### src/sv/tlvx_pkg.sv
package tlvx_pkg;

    // Length field width; record and total lengths are masked to it
    localparam int LENGTH_BITS = 16;
    localparam logic [15:0] LEN_MASK = 16'((17'(1) << LENGTH_BITS) - 17'(1));

    // Record header is type byte plus 16-bit body length
    localparam logic [15:0] HEADER_LEN = 16'd3;
    // First record starts right after the 2-byte total length
    localparam logic [15:0] RECORD_START_INIT = 16'd2;

    localparam logic [7:0] TYPE_STRING  = 8'd1;
    localparam logic [7:0] TYPE_INTEGER = 8'd2;

    // Status codes
    localparam logic [2:0] ST_OK       = 3'd0;
    localparam logic [2:0] ST_EMPTY    = 3'd1;
    localparam logic [2:0] ST_BAD_LEN  = 3'd2;
    localparam logic [2:0] ST_OVERRUN  = 3'd3;
    localparam logic [2:0] ST_MISMATCH = 3'd4;

    // One result item
    typedef struct packed {
        logic [7:0]  body_byte;
        logic [31:0] int_value;
        logic [2:0]  status;
        logic        final_result;
    } t_result;

endpackage

### src/sv/tlvx_parser.sv
// Per-byte message parser: state registers plus next-state and result logic.
module tlvx_parser (
    input  logic              i_clk,
    input  logic              i_rst_n,
    input  logic              i_accept,
    input  logic [7:0]        i_data_byte,
    input  logic              i_first_byte,
    input  logic              i_last_byte,
    input  logic [15:0]       i_available_length,
    input  logic [7:0]        i_skip_count,
    input  logic              i_want_integer,
    output logic              o_res_valid,
    output tlvx_pkg::t_result o_res
);

    typedef enum logic [2:0] {
        PH_IDLE,
        PH_TOTAL,
        PH_HEADER,
        PH_BODY,
        PH_DONE
    } t_phase;

    t_phase      r_phase,      n_phase;
    logic [15:0] r_pos,        n_pos;
    logic [15:0] r_decl,       n_decl;
    logic [15:0] r_start,      n_start;
    logic [15:0] r_rlen,       n_rlen;
    logic [7:0]  r_rtype,      n_rtype;
    logic [7:0]  r_skips,      n_skips;
    logic        r_int_mode,   n_int_mode;
    logic [15:0] r_buf_size,   n_buf_size;
    logic [31:0] r_acc,        n_acc;

    // Next state and result for the byte being transferred
    always_comb begin
        logic        active;
        logic [15:0] p;
        logic [15:0] k;
        logic [15:0] len_v;
        logic [15:0] next_start;
        logic        last_body;
        logic [7:0]  want_type;

        n_phase    = r_phase;
        n_pos      = r_pos;
        n_decl     = r_decl;
        n_start    = r_start;
        n_rlen     = r_rlen;
        n_rtype    = r_rtype;
        n_skips    = r_skips;
        n_int_mode = r_int_mode;
        n_buf_size = r_buf_size;
        n_acc      = r_acc;
        o_res_valid = 1'b0;
        o_res       = '0;
        active      = 1'b0;
        p           = '0;
        k           = '0;
        len_v       = '0;
        next_start  = '0;
        last_body   = 1'b0;
        want_type   = '0;

        if (i_accept) begin
            if (i_first_byte) begin
                // Sample request and restart the message
                n_buf_size = i_available_length;
                n_skips    = i_skip_count;
                n_int_mode = i_want_integer;
                n_pos      = '0;
                n_decl     = '0;
                n_start    = tlvx_pkg::RECORD_START_INIT;
                n_rlen     = '0;
                n_rtype    = '0;
                n_acc      = '0;
                if (i_available_length <= tlvx_pkg::HEADER_LEN - 16'd1) begin
                    o_res_valid        = 1'b1;
                    o_res.status       = tlvx_pkg::ST_EMPTY;
                    o_res.final_result = 1'b1;
                    n_phase            = PH_DONE;
                end else begin
                    n_phase = PH_TOTAL;
                    active  = 1'b1;
                end
            end else begin
                active = (r_phase == PH_TOTAL) || (r_phase == PH_HEADER) ||
                         (r_phase == PH_BODY);
            end
        end

        if (active) begin
            p         = n_pos;
            want_type = n_int_mode ? tlvx_pkg::TYPE_INTEGER : tlvx_pkg::TYPE_STRING;
            unique case (n_phase)
                PH_TOTAL: begin
                    if (p == 16'd0) begin
                        n_decl = {i_data_byte, 8'd0};
                    end else begin
                        len_v  = (n_decl | {8'd0, i_data_byte}) & tlvx_pkg::LEN_MASK;
                        n_decl = len_v;
                        if (len_v > n_buf_size) begin
                            o_res_valid        = 1'b1;
                            o_res.status       = tlvx_pkg::ST_BAD_LEN;
                            o_res.final_result = 1'b1;
                            n_phase            = PH_DONE;
                        end else begin
                            n_phase = PH_HEADER;
                            n_start = tlvx_pkg::RECORD_START_INIT;
                        end
                    end
                end
                PH_HEADER: begin
                    if (p >= n_start) begin
                        k = p - n_start;
                        if (k == 16'd0) begin
                            n_rtype = i_data_byte;
                        end else if (k == 16'd1) begin
                            n_rlen = {i_data_byte, 8'd0};
                        end else begin
                            len_v  = (n_rlen | {8'd0, i_data_byte}) & tlvx_pkg::LEN_MASK;
                            n_rlen = len_v;
                            next_start = n_start + tlvx_pkg::HEADER_LEN + len_v;
                            if (18'(n_start) + 18'(tlvx_pkg::HEADER_LEN) + 18'(len_v) >
                                18'(n_decl)) begin
                                // Record reaches past the declared end
                                o_res_valid        = 1'b1;
                                o_res.status       = tlvx_pkg::ST_OVERRUN;
                                o_res.final_result = 1'b1;
                                n_phase            = PH_DONE;
                            end else if (n_skips != 8'd0) begin
                                n_skips = n_skips - 8'd1;
                                n_start = next_start;
                                if (next_start >= n_decl) begin
                                    o_res_valid        = 1'b1;
                                    o_res.status       = tlvx_pkg::ST_EMPTY;
                                    o_res.final_result = 1'b1;
                                    n_phase            = PH_DONE;
                                end
                            end else if (n_rtype != want_type) begin
                                o_res_valid        = 1'b1;
                                o_res.status       = tlvx_pkg::ST_MISMATCH;
                                o_res.final_result = 1'b1;
                                n_phase            = PH_DONE;
                            end else if (len_v == 16'd0) begin
                                // Empty body: integer zero is fine, empty string is not
                                o_res_valid        = 1'b1;
                                o_res.status       = n_int_mode ? tlvx_pkg::ST_OK
                                                                : tlvx_pkg::ST_EMPTY;
                                o_res.final_result = 1'b1;
                                n_phase            = PH_DONE;
                            end else begin
                                n_acc   = '0;
                                n_phase = PH_BODY;
                            end
                        end
                    end
                end
                PH_BODY: begin
                    k         = p - n_start - tlvx_pkg::HEADER_LEN;
                    last_body = (17'(k) + 17'd1) >= 17'(n_rlen);
                    if (!n_int_mode) begin
                        o_res_valid        = 1'b1;
                        o_res.body_byte    = i_data_byte;
                        o_res.status       = tlvx_pkg::ST_OK;
                        o_res.final_result = last_body;
                        if (last_body) begin
                            n_phase = PH_DONE;
                        end
                    end else begin
                        // Big-endian; bodies over four bytes keep the first three
                        if (k == 16'd0) begin
                            n_acc = {24'd0, i_data_byte};
                        end else if ((k == 16'd1) || (k == 16'd2) ||
                                     ((k == 16'd3) && (n_rlen == 16'd4))) begin
                            n_acc = {n_acc[23:0], i_data_byte};
                        end
                        if (last_body) begin
                            o_res_valid        = 1'b1;
                            o_res.int_value    = n_acc;
                            o_res.status       = tlvx_pkg::ST_OK;
                            o_res.final_result = 1'b1;
                            n_phase            = PH_DONE;
                        end
                    end
                end
                PH_IDLE, PH_DONE: begin
                end
                default: begin
                end
            endcase

            // Data ran out before the message finished
            if ((n_phase != PH_DONE) &&
                (i_last_byte || ((17'(p) + 17'd1) >= 17'(n_buf_size)))) begin
                o_res_valid        = 1'b1;
                o_res              = '0;
                o_res.status       = tlvx_pkg::ST_OVERRUN;
                o_res.final_result = 1'b1;
                n_phase            = PH_DONE;
            end

            // Saturating byte counter
            n_pos = (p == 16'hFFFF) ? p : p + 16'd1;
        end
    end

    // State registers
    always_ff @(posedge i_clk) begin
        if (!i_rst_n) begin
            r_phase    <= PH_IDLE;
            r_pos      <= '0;
            r_decl     <= '0;
            r_start    <= tlvx_pkg::RECORD_START_INIT;
            r_rlen     <= '0;
            r_rtype    <= '0;
            r_skips    <= '0;
            r_int_mode <= 1'b0;
            r_buf_size <= '0;
            r_acc      <= '0;
        end else begin
            r_phase    <= n_phase;
            r_pos      <= n_pos;
            r_decl     <= n_decl;
            r_start    <= n_start;
            r_rlen     <= n_rlen;
            r_rtype    <= n_rtype;
            r_skips    <= n_skips;
            r_int_mode <= n_int_mode;
            r_buf_size <= n_buf_size;
            r_acc      <= n_acc;
        end
    end

endmodule

### src/sv/tlv_record_extractor_top.sv
// A result passes from the parser into the output register, or into the skid entry while the output stalls.
// Throughput: one byte per cycle while the skid entry is free; the parser state updates once per byte.
// An output register plus one skid entry let bytes keep flowing while a result waits.
// Reset: synchronous, active low; parser goes idle and both output entries empty.
// After reset, bytes without first_byte are dropped until a message starts.
module tlv_record_extractor_top (
    input  logic        i_clk,
    input  logic        i_rst_n,
    input  logic        i_valid,
    output logic        o_stall,
    input  logic [7:0]  i_data_byte,
    input  logic        i_first_byte,
    input  logic        i_last_byte,
    input  logic [15:0] i_available_length,
    input  logic [7:0]  i_skip_count,
    input  logic        i_want_integer,
    output logic        o_valid,
    input  logic        i_stall,
    output logic [7:0]  o_body_byte,
    output logic [31:0] o_int_value,
    output logic [2:0]  o_status,
    output logic        o_final_result
);

    logic              accept;
    logic              res_valid;
    tlvx_pkg::t_result res;

    logic              r_out_valid;
    tlvx_pkg::t_result r_out;
    logic              r_skid_valid;
    tlvx_pkg::t_result r_skid;

    // Input transfers whenever the skid entry is free
    assign o_stall = r_skid_valid;
    assign accept  = i_valid && !r_skid_valid;

    tlvx_parser u_parser (
        .i_clk              (i_clk),
        .i_rst_n            (i_rst_n),
        .i_accept           (accept),
        .i_data_byte        (i_data_byte),
        .i_first_byte       (i_first_byte),
        .i_last_byte        (i_last_byte),
        .i_available_length (i_available_length),
        .i_skip_count       (i_skip_count),
        .i_want_integer     (i_want_integer),
        .o_res_valid        (res_valid),
        .o_res              (res)
    );

    // Output register with one skid entry
    always_ff @(posedge i_clk) begin
        if (!i_rst_n) begin
            r_out_valid  <= 1'b0;
            r_skid_valid <= 1'b0;
        end else begin
            if (!r_out_valid || !i_stall) begin
                if (r_skid_valid) begin
                    r_out        <= r_skid;
                    r_out_valid  <= 1'b1;
                    r_skid_valid <= 1'b0;
                end else begin
                    r_out_valid <= res_valid;
                    r_out       <= res;
                end
            end else if (res_valid) begin
                r_skid       <= res;
                r_skid_valid <= 1'b1;
            end
        end
    end

    assign o_valid        = r_out_valid;
    assign o_body_byte    = r_out.body_byte;
    assign o_int_value    = r_out.int_value;
    assign o_status       = r_out.status;
    assign o_final_result = r_out.final_result;

endmodule
### config.mk
export PLATFORM = sky130hd
export DESIGN_NAME = tlv_record_extractor_top
export DESIGN_NICKNAME = d
export VERILOG_FILES = /design/src/sv/tlvx_pkg.sv /design/src/sv/tlvx_parser.sv /design/src/sv/tlv_record_extractor_top.sv
export SDC_FILE = /design/constraint.sdc
export NUM_CORES = 1
export LEC_CHECK = 0
export ABC_AREA = 1
export BUFFER_PORTS_ARGS = -buffer_cell sky130_fd_sc_hd__buf_2
export CAP_MARGIN = 20
export CELL_PAD_IN_SITES_DETAIL_PLACEMENT = 0
export CELL_PAD_IN_SITES_GLOBAL_PLACEMENT = 2
export CORE_ASPECT_RATIO = 0.5
export CORE_MARGIN = 1.5
export CORE_UTILIZATION = 25
export DETAILED_ROUTE_END_ITERATION = 8
export PLACE_DENSITY_LB_ADDON = 0.2
export SLEW_MARGIN = 20
export SYNTH_ARGS = -nofsm -noshare
export SYNTH_HDL_FRONTEND = slang
export SYNTH_SLANG_ARGS = --single-unit
### constraint.sdc
create_clock -name i_clk -period 8.7 [get_ports i_clk]
set_clock_uncertainty 0.1 [all_clocks]
set_input_delay 0.87 -clock i_clk [delete_from_list [all_inputs] [get_ports i_clk]]
set_output_delay 0.87 -clock i_clk [all_outputs]
set_load 0.01 [all_outputs]
==> metrics.md, run 1 <==
| Metric | Value |
|---|---|
| Share of layout cells above drive strength 1 | `around a tenth` |
| Power Density | `around 170 mW/mm2` |
| Layout area overhead | `13.3%` |
| Total die area | `a little under 0.07 mm2` |
| Sequential area share after synthesis | `around a third` |
| Final Hold Viols | `0` |
| Clk sink count | `~220` |
| Top cells by area, synth | `dfxtp_1, edfxtp_1, nand2_1` |
| CTS Buf Count | `27` |
| CP Capture Type | `flip-flop` |
| Syn avg cell area | `approximately 7.0 um2` |
| Hold slack | `0.386 ns` |
| Final Worst Setup Slack | `roughly 1.5 ns` |
| Largest net degree at the start of global routing | `just over 70` |
| Slew headroom | `a little under a third` |
| Ys async rst share | `0%` |
| Max incr delay on CP | `approximately 0.33 ns` |
| Crit path max-delay cell type | `ha_1` |
| Initial Util | `roughly 25%` |
| Via density | `around 4.7` |
| Post-synth top area share | `roughly 16%` |
| DR pass1 iterations | `6` |
| Tcrit/Tclk final | `about 83%` |
| Setup Fix Bufs, Post-CTS | `0` |
| Max cap viols | `0` |
| Syn Inst Count | `approximately 2400` |
| Total GRT Usage | `around 18%` |
| Slew @ Worst Pin | `slightly above 1 ns` |
| Worst vdd ir | `~0.14 mV` |
| Die H | `around 190 um` |
| CTS tree | `built` |
| Top-Level Pins | `85` |
| Most frequent cells in the layout | `nand2_1, inv_1, a21oi_1, nor2_1, ha_1` |
| Worst-path clk slew | `around 0.070 ns` |
| Via Count | `between 15000 and 20000` |
| RSZ-0062 raised after global routing | `no` |
| Cell repeated most along the worst path | `nand2_1` |
| First-pass GRT wire length | `97300 um` |
| Crit path time final | `7.23 ns` |
| # DRC | `0` |
| Clock Path Buffers | `3` |
| Pre-CTS setup slack | `approximately 0.96 ns` |
| Wire per inst | `~19 um` |
| Fillers | `7500` |
| Worst setup SP type | `input port` |
| Data required time at the worst endpoint | `8.84 ns` |
| Post-DRT Antenna Nets | `0` |
| RePlAce Congestion | `between 0.8 and 0.9` |
| Initial antenna violation count | `1` |
| Drt initial violations | `between 1000 and 1500` |
| Routed WL | `roughly 65000 um` |
| Commonest non-fill, non-tap cell in the layout | `nand2_1` |
| Yosys warns | `0` |
| Clock root cell | `clkbuf_16` |
| GRT overflow | `0` |
| Critical path class | `in -> reg` |
| Number of synthesized flops with an enable pin | `slightly below 90` |
| Setup TNS | `0 ns` |
| Port Buffers | `84` |
| Hpwl dp | `roughly 50000 um` |
| Setup violators final | `0` |
| Status | `finished clean` |
| Die X | `approximately 370 um` |
| Finished Cell Area | `roughly 0.019 mm2` |
| Crit Path Max Fanout | `44` |
| DP Area | `between 0.015 and 0.02 mm2` |
| Cell area after synthesis | `approximately 0.017 mm2` |
| Post-cts sizing count | `0` |
| Hold Path Class | `reg -> reg` |
| Number of synthesized register bits | `222` |
| Synth Flop Type | `dfxtp_1` |
| Core Area | `about 0.067 mm2` |
| Crit path DAT | `7.37 ns` |
| Syn_nets | `about 2600` |
| Cell taking the most area after synthesis | `dfxtp_1` |
| Pleak | `9.19 nW` |
| Cts hold-fix bufs | `0` |
| Nets | `around 2700` |
| Vias in the first global route | `between 15000 and 20000` |
| Fin. max-slew vios | `0` |
| Achievable Freq | `138 MHz` |
| Clk Latency, worst-skew pair | `around 0.58 ns` |
| Netlist cell types | `65` |
| Std cell rows | `67` |
| H-tree lvl count | `1` |
-- per-stage QoR --
stage / util (%) / power [mW] / instances
floorplan: - / 1.87 / 2437
global placement: 27.4 / 2.20 / 3364
detailed placement: 27.4 / 2.19 / 3364
CTS: 28.7 / 3.34 / 3414
global route: 28.7 / 3.52 / 3414
finish: 28.7 / 3.30 / 3415
-- final timing paths --
path / slack [ns] / depth (start not counted) / from / to
worst min register to register: 0.39 / 2 / u_parser.r_acc[13]$_SDFF_PN0_ / u_parser.r_acc[13]$_SDFF_PN0_
worst max register to register: 1.56 / 49 / o_stall$_SDFFE_PP0P_ / r_skid[36]$_DFFE_PP_
worst min-delay path: 0.39 / 2 / u_parser.r_acc[13]$_SDFF_PN0_ / u_parser.r_acc[13]$_SDFF_PN0_
worst max-delay path: 1.47 / 49 / i_first_byte / r_skid[36]$_DFFE_PP_
-- cells in the mapped netlist, drive strengths merged, types with 2 or more instances --
library cell / instances
nand2: 705
inv: 324
nor2: 197
a21oi: 195
o21ai: 158
ha: 141
nand3: 139
dfxtp: 134
edfxtp: 88
clkbuf: 50
o211ai: 41
xor2: 40
nand4: 32
nor3: 29
buf: 25
a31oi: 17
a211oi: 16
mux2i: 12
xnor2: 12
a221oi: 11
nor4: 8
o22ai: 6
or2: 6
a21o: 5
o21a: 5
o31ai: 5
and3: 4
clkinv: 4
dlygate4sd1: 3
nand3b: 3
o21bai: 3
a211o: 2
a311oi: 2
fa: 2
nor3b: 2
o2111ai: 2
-- flip-flops by register name, summed over array words and instances, names as in the netlist --
register and count:
r_skid 44, o_int_value 32, u_parser.r_acc 32, u_parser.r_buf_size 16, u_parser.r_decl 16, u_parser.r_pos 16, u_parser.r_rlen 16, u_parser.r_start 16
o_body_byte 8, u_parser.r_rtype 8, u_parser.r_skips 8, o_status 3, u_parser.r_phase 3, o_final_result 1, o_stall 1, o_valid 1
u_parser.r_int_mode 1
-- where the power goes --
| group | internal, mW | leakage [nW] | switching [mW] |
|---|---|---|---|
| combinational | 0.313 | 6.91 | 0.720 |
| clock | 0.639 | 0.423 | 0.495 |
| sequential | 1.12 | 1.86 | 0.0188 |
-- critical path, delay by kind of cell --
| family | cells | cell delay (ns) |
|---|---|---|
| simple gates | 29 | 3.65 |
| fa+ha+maj | 2 | 0.63 |
| compound gates | 6 | 0.75 |
| xor+xnor | 1 | 0.16 |
| buf+inv | 11 | 1.22 |
-- layer usage --
metal	global-route usage, %	routed length [um]
met2	28.9	28300
met3	1.97	2530
met1	27.3	33100
met4	2.25	704
met5	0	0
-- logic make-up (layout without fill, tap and decap cells) --
kind of cell,after synthesis,count (layout),synth area share (%)
other,0,1,0
AOI/OAI and AO/OA,476,476,16.1
DFF,222,222,31.3
adders and majority gates,143,143,10.6
muxes,12,12,0.707
xor gates and xnor gates,52,52,2.72
and+or+nand+nor,1125,1125,28.9
buffers and inverters,407,487,9.63
-- cell type report --
class                      count  area (um2)  area share (%)
multi-input combinational   1808       10100            52.3
sequential                   222        5330            27.7
inverter                     328        1230            6.41
tap                          897        1120            5.83
clock buffer                  43         807            4.19
timing repair buffer         109         633            3.29
clock inverter                 7        56.3           0.292
antenna                        1        2.50          0.0130
Power figures use the tool's default switching activity.
==> inputs of run 2 (changes only) <==
==> constraint.sdc (replaced) <==
create_clock -name i_clk -period 6.6 [get_ports i_clk]
set_clock_uncertainty 0.1 [all_clocks]
set_input_delay 0.66 -clock i_clk [delete_from_list [all_inputs] [get_ports i_clk]]
set_output_delay 0.66 -clock i_clk [all_outputs]
set_load 0.01 [all_outputs]
==> run 2 against run 1 <==
Global-route usage rose by 1.1 points. Critical path depth shrank 8. Highest routed layer is now met5. Sequential power rose by 32%. Final cell count rose by 5.8%. Clock power rose by 46%. Setup slack lost 0.97 ns. First-iteration DRC count increased by 8.0%. Flip-flop and latch count unchanged. Largest cell class unchanged. Power up 44%. Die area did not move. Wire length grew 5.7%. Largest power group is now the clock network. Non-clock buffer count is 195 higher.
==> metrics.md, run 2 (synthesized netlist as in run 1, its figures left out) <==
| Metric | Value |
|---|---|
| Status | `finished clean` |
| Cell repeated most along the worst path | `nand2_1` |
| RePlAce Congestion | `0.886 (+0.90%)` |
| Max incr delay on CP | `0.45 ns (+0.12 ns)` |
| Initial antenna violation count | `5 (+4)` |
| Total GRT Usage | `19.4% (+1.1 points)` |
| Tcrit/Tclk final | `between 90% and 100%` |
| Via density | `4.65 (-0.74%)` |
| Buf/Inv on CP | `9 (-2)` |
| Non-Filler Instances | `3612 (+5.8%)` |
| CTS tree | `built` |
| Hold Path Class | `in -> reg` |
| Die H | `187 um (unchanged)` |
| Drt initial violations | `1112 (+8.0%)` |
| Nets | `2874 (+7.3%)` |
| Std cell rows | `67 (unchanged)` |
| Hpwl dp | `54200 um (+8.9%)` |
| Final Util | `31.4% (+2.7 points)` |
| Biggest register | `r_skid` |
| Total die area | `0.0696 mm2 (unchanged)` |
| Critical path class | `reg -> reg` |
| Max cap viols | `0 (unchanged)` |
| GRT overflow | `0 (unchanged)` |
| Routed WL | `68400 um (+5.7%)` |
| # DRC | `0 (unchanged)` |
| CTS Buf Count | `27 (unchanged)` |
| Core Area | `0.0671 mm2 (unchanged)` |
| Crit Path Max Fanout | `13 (-70%)` |
| Final Hold Viols | `0 (unchanged)` |
| Most frequent cells in the layout | `nand2_1, inv_1, buf_4, a21oi_1, nor2_1` |
| Fin. max-slew vios | `0 (unchanged)` |
| Die X | `372 um (unchanged)` |
| Worst vdd ir | `0.185 mV (+36%)` |
| Worst-path clk slew | `0.06 ns (about the same)` |
| RSZ-0062 raised after global routing | `no` |
| Top-Level Pins | `85 (unchanged)` |
| Share of layout cells above drive strength 1 | `17.7% (+7.8 points)` |
| Clock Path Buffers | `3 (unchanged)` |
| Layout area overhead | `23.8%` |
| Pleak | `10.2 nW (+11%)` |
| First-pass GRT wire length | `102000 um (+5.3%)` |
| Largest net degree at the start of global routing | `65 (-9.7%)` |
| Post-DRT Antenna Nets | `0 (unchanged)` |
| Achievable Freq | `~160 MHz` |
| Slew @ Worst Pin | `0.827 ns (-0.190 ns)` |
| Clock root cell | `clkbuf_16` |
| Wire per inst | `18.9 um (about the same)` |
| Crit path time final | `approximately 6.1 ns` |
| Power Density | `227 mW/mm2 (+32%)` |
| Clk Latency, worst-skew pair | `0.59 ns (about the same)` |
| CP Capture Type | `flip-flop` |
| Data required time at the worst endpoint | `6.78 ns (-2.06 ns)` |
| Crit path max-delay cell type | `fa_1` |
| Number of flip-flops under the largest register name | `44 (unchanged)` |
| Via Count | `16800 (+5.0%)` |
| Initial Util | `25.3% (unchanged)` |
| H-tree lvl count | `1 (unchanged)` |
| Clk sink count | `222 (unchanged)` |
| Vias in the first global route | `16200 (+6.0%)` |
| Worst setup SP type | `flip-flop` |
| Cts hold-fix bufs | `0 (unchanged)` |
| DR pass1 iterations | `5 (-1)` |
| Commonest non-fill, non-tap cell in the layout | `nand2_1` |
| Port Buffers | `84 (unchanged)` |
| Slew headroom | `44.5% (+13 points)` |
| Crit path DAT | `6.28 ns (-1.09 ns)` |
| Setup violators final | `0 (unchanged)` |
| Placed insts | `3554 (+5.6%)` |
| Family with the most delay on the worst path | `compound AO/OA/AOI/OAI gates` |
## run 2: changes by cell type in the layout (fill, tap and decap cells not counted), moves of 5 or more
| cell | before | now |
|---|---|---|
| buf_4 | 23 | 210 |
| clkbuf_1 | 10 | 2 |
| nor2_1 | 175 | 167 |
| nor2_2 | 15 | 23 |
| buf_12 | 2 | 7 |
## run 2: cell type report
class | count | area, um2
inverter | 328 | 1240
tap | 897 | 1120
timing repair buffer | 304 | 2200
clock inverter | 17 | 211
clock buffer | 33 | 738
timing repair inverter | 1 | 7.51
multi-input combinational | 1808 | 10200
antenna | 2 | 5.00
sequential | 222 | 5330
fill | 7391 | 46000
## run 2: metrics by stage
step / cell area [um2] / power (mW) / setup TNS, ns / hold WS (ns) / setup slack (ns)
after CTS: 20900 / 4.82 / 0 / 0.238 / 0.367
after floorplan: 17100 / 2.47 / 0 / 0.345 / 0.00473
final: 21000 / 4.77 / 0 / 0.277 / 0.503
after detailed placement: 19900 / 3.15 / -2.05 / 0.367 / -0.0652
after global routing: 21000 / 5.08 / 0 / 0.287 / 0.00792
after global placement: 19900 / 3.15 / -0.181 / 0.367 / -0.00960
## run 2: worst paths after layout
check | startpoint | end | slack, ns | cells after the start
setup / recovery | o_stall$_SDFFE_PP0P_ | r_skid[39]$_DFFE_PP_ | 0.50 | 41
hold / removal | i_available_length[0] | u_parser.r_buf_size[0]$_SDFF_PN0_ | 0.28 | 3
setup reg to reg | o_stall$_SDFFE_PP0P_ | r_skid[39]$_DFFE_PP_ | 0.50 | 41
hold reg to reg | u_parser.r_rtype[3]$_SDFF_PN0_ | u_parser.r_rtype[3]$_SDFF_PN0_ | 0.37 | 2
## run 2: worst min-delay path, stage by stage
cell	delay, ns
buf_2	0.11
inv_1	0.08
a211oi_1	0.07
## run 2: report_power, final
| part | switching [mW] | leakage (nW) | internal, mW | total, mW |
|---|---|---|---|---|
| registers | 0.0256 | 1.86 | 1.47 | 1.50 |
| logic | 1.02 | 7.88 | 0.602 | 1.62 |
| clock network | 0.693 | 0.459 | 0.956 | 1.65 |
| total | 1.74 | 10.2 | 3.03 | 4.77 |
## run 2: repair_timing
action                     4_1_cts  5_1_grt
setup buffers                    0        3
setup endpoints to repair        0      102
gates resized for setup          0       21
## run 2: per-layer routing
metal	vias up	wire length, um	GRT usage, %
li1	8623	-	-
met1	7815	33100	27.0
met2	278	30700	31.3
met3	65	3460	3.57
met4	4	1130	3.50
met5	-	24	0
==> inputs of run 3 (changes only) <==
--- a/config.mk
+++ b/config.mk
@@ -13,7 +13,9 @@
 export CORE_ASPECT_RATIO = 0.5
 export CORE_MARGIN = 1.5
 export CORE_UTILIZATION = 25
+export CTS_BUF_LIST = sky130_fd_sc_hd__clkbuf_8
 export DETAILED_ROUTE_END_ITERATION = 8
+export GPL_ROUTABILITY_DRIVEN = 0
 export PLACE_DENSITY_LB_ADDON = 0.2
 export SLEW_MARGIN = 20
 export SYNTH_ARGS = -nofsm -noshare
==> run 3 against run 2 <==
Sequential share of layout area is 0.26 points higher. Combinational power is essentially flat. Die area unchanged. Setup slack got worse by 0.033 ns. Final area fell by 1.0%. Critical endpoint is now r_skid[40]$_DFFE_PP_. Via count grew 1.0%. Critical path depth down 2. Power down 6.8%. Flip-flop and latch count did not move. Core utilization down 0.31 points. First-iteration DRC count up 0.72%.
==> metrics.md, run 3 (synthesized netlist as in run 1, its figures left out) <==
| Metric | Value |
|---|---|
| R2r setup slk | `0.47 ns (-0.03 ns)` |
| Clk sink count | `222 (unchanged)` |
| Critical path origin | `o_stall$_SDFFE_PP0P_` |
| Post-DRT Antenna Nets | `0 (unchanged)` |
| GRT overflow | `0 (unchanged)` |
| Initial antenna violation count | `3 (-2)` |
| Core Area | `0.0671 mm2 (unchanged)` |
| Port Buffers | `84 (unchanged)` |
| First-pass GRT wire length | `103000 um (+0.64%)` |
| Slew @ Worst Pin | `0.817 ns (-0.0106 ns)` |
| Worst vdd ir | `0.101 mV (-45%)` |
| Data required time at the worst endpoint | `6.78 ns (about the same)` |
| CTS tree | `built` |
| Hold Path Class | `in -> reg` |
| Die H | `187 um (unchanged)` |
| Hpwl dp | `54200 um (unchanged)` |
| Max cap viols | `0 (unchanged)` |
| Power Density | `213 mW/mm2 (-5.9%)` |
| H-tree lvl count | `2 (+1)` |
| DP Area | `0.0199 mm2 (unchanged)` |
| # DRC | `0 (unchanged)` |
| Slew headroom | `45.2% (+0.71 points)` |
| Initial Util | `25.3% (unchanged)` |
| DR pass1 iterations | `5 (unchanged)` |
| Final Util | `31.1% (-0.31 points)` |
| Drt initial violations | `1120 (+0.72%)` |
| Layout area overhead | `22.6%` |
| Crit path time final | `6.13 ns (+0.0331 ns)` |
| Number of flip-flops under the largest register name | `44 (unchanged)` |
| Die X | `372 um (unchanged)` |
| Final Hold Viols | `0 (unchanged)` |
| Total die area | `0.0696 mm2 (unchanged)` |
| Vias in the first global route | `16300 (+0.62%)` |
| Setup violators final | `0 (unchanged)` |
| Total GRT Usage | `19.5% (+0.082 points)` |
| Routed WL | `68600 um (+0.30%)` |
| CTS Buf Count | `41 (+52%)` |
| Crit path max-delay cell type | `dfxtp_2` |
| Achievable Freq | `163 MHz (-0.54%)` |
| Most frequent cells in the layout | `nand2_1, inv_1, buf_4, a21oi_1, nor2_1` |
| Critical R2R Capture | `r_skid[40]$_DFFE_PP_` |
| Fin. max-slew vios | `0 (unchanged)` |
| Critical path class | `reg -> reg` |
| Commonest non-fill, non-tap cell in the layout | `nand2_1` |
| Reg2reg start | `o_stall$_SDFFE_PP0P_` |
| Share of layout cells above drive strength 1 | `18.0% (+0.22 points)` |
| Crit path DAT | `6.32 ns (+0.04 ns)` |
| Pleak | `10.2 nW (-0.30%)` |
| R2R cell count | `39 (-4.9%)` |
| Finished Cell Area | `0.0208 mm2 (-1.0%)` |
| Clock Path Buffers | `3 (unchanged)` |
| Clk Latency, worst-skew pair | `0.61 ns (+0.02 ns)` |
| Worst setup SP type | `flip-flop` |
| Crit Path Max Fanout | `13 (unchanged)` |
| Wire per inst | `18.9 um (-0.31%)` |
| Largest net degree at the start of global routing | `65 (unchanged)` |
| Max incr delay on CP | `0.35 ns (-0.10 ns)` |
| Clock root cell | `clkbuf_8` |
| Cell repeated most along the worst path | `nand2_1` |
| Status | `finished clean` |
| Via Count | `17000 (+1.0%)` |
| Worst setup path endpoint | `r_skid[40]$_DFFE_PP_` |
| Tcrit/Tclk final | `92.9% (+0.50 points)` |
| RSZ-0062 raised after global routing | `no` |
| Worst-path clk slew | `0.06 ns (about the same)` |
| Top-Level Pins | `85 (unchanged)` |
| Std cell rows | `67 (unchanged)` |
| Cts hold-fix bufs | `0 (unchanged)` |
| Nets | `2887 (+0.45%)` |
| Biggest register | `r_skid` |
| Via density | `4.67 (+0.40%)` |
| CP Capture Type | `flip-flop` |
run 3: changes by cell type in the layout (fill, tap and decap cells not counted), sizes merged:
cell / delta
clkbuf: +12
bufinv: -4
clkinvlp: -3
clkinv: +6
inv: +11
run 3: through the flow:
stage / hold WS [ns] / setup WS, ns / total power, mW / std cells / TNS (ns)
finish: 0.282 / 0.469 / 4.44 / 3634 / 0
global placement: 0.367 / -0.00960 / 3.15 / 3554 / -0.181
detailed placement: 0.367 / -0.0652 / 3.15 / 3554 / -2.05
CTS: 0.237 / 0.357 / 4.49 / 3627 / 0
global route: 0.254 / 0.00298 / 4.76 / 3633 / 0
floorplan: 0.345 / 0.00473 / 2.47 / 2437 / 0
run 3: where the power goes:
part | internal (mW) | leakage [nW] | switching [mW] | total, mW
clock network | 0.646 | 0.440 | 0.672 | 1.32
logic | 0.602 | 7.87 | 1.03 | 1.63
registers | 1.47 | 1.86 | 0.0257 | 1.50
run 3: per-layer routing:
metal | wire (um) | track usage [%] | up-vias
met2 | 30900 | 31.6 | 294
met5 | 0 | 0 | -
met1 | 34300 | 28.1 | 7961
li1 | - | - | 8640
met4 | 847 | 2.95 | 0
met3 | 2460 | 2.18 | 60
run 3: worst min path at each step:
stage                                         startpoint                              to  slack, ns  cells past startpoint
after floorplan           u_parser.r_rtype[3]$_SDFF_PN0_  u_parser.r_rtype[3]$_SDFF_PN0_       0.35                      2
after CTS                                i_skip_count[7]  u_parser.r_skips[7]$_SDFF_PN0_       0.24                      3
after detailed placement  u_parser.r_rtype[3]$_SDFF_PN0_  u_parser.r_rtype[3]$_SDFF_PN0_       0.37                      2
after global routing                     i_skip_count[7]  u_parser.r_skips[7]$_SDFF_PN0_       0.25                      3
after global placement    u_parser.r_rtype[3]$_SDFF_PN0_  u_parser.r_rtype[3]$_SDFF_PN0_       0.37                      2
final                                    i_skip_count[7]  u_parser.r_skips[7]$_SDFF_PN0_       0.28                      3
run 3: what timing repair did:
action | CTS | global route
setup endpoints to repair | 0 | 102
setup buffers | 0 | 3
gates resized for setup | 0 | 21
run 3: cell type report:
type,count,area [um2]
fillers,7446,46200
multi-input cells,1808,10200
flip-flops and latches,222,5330
repair buffers,303,2170
inverters,328,1240
well taps,897,1120
clock buffers,46,633
clock inverters,27,135
repair inverters,1,7.51
diodes,2,5.00
run 3: worst max-delay path: cells and delay by family (launching register included):
kind	cells	cell delay, ns
compound gates	6	1.14
flops	1	0.35
simple gates	20	2.30
fa+ha+maj	3	0.69
buf+inv	10	1.24
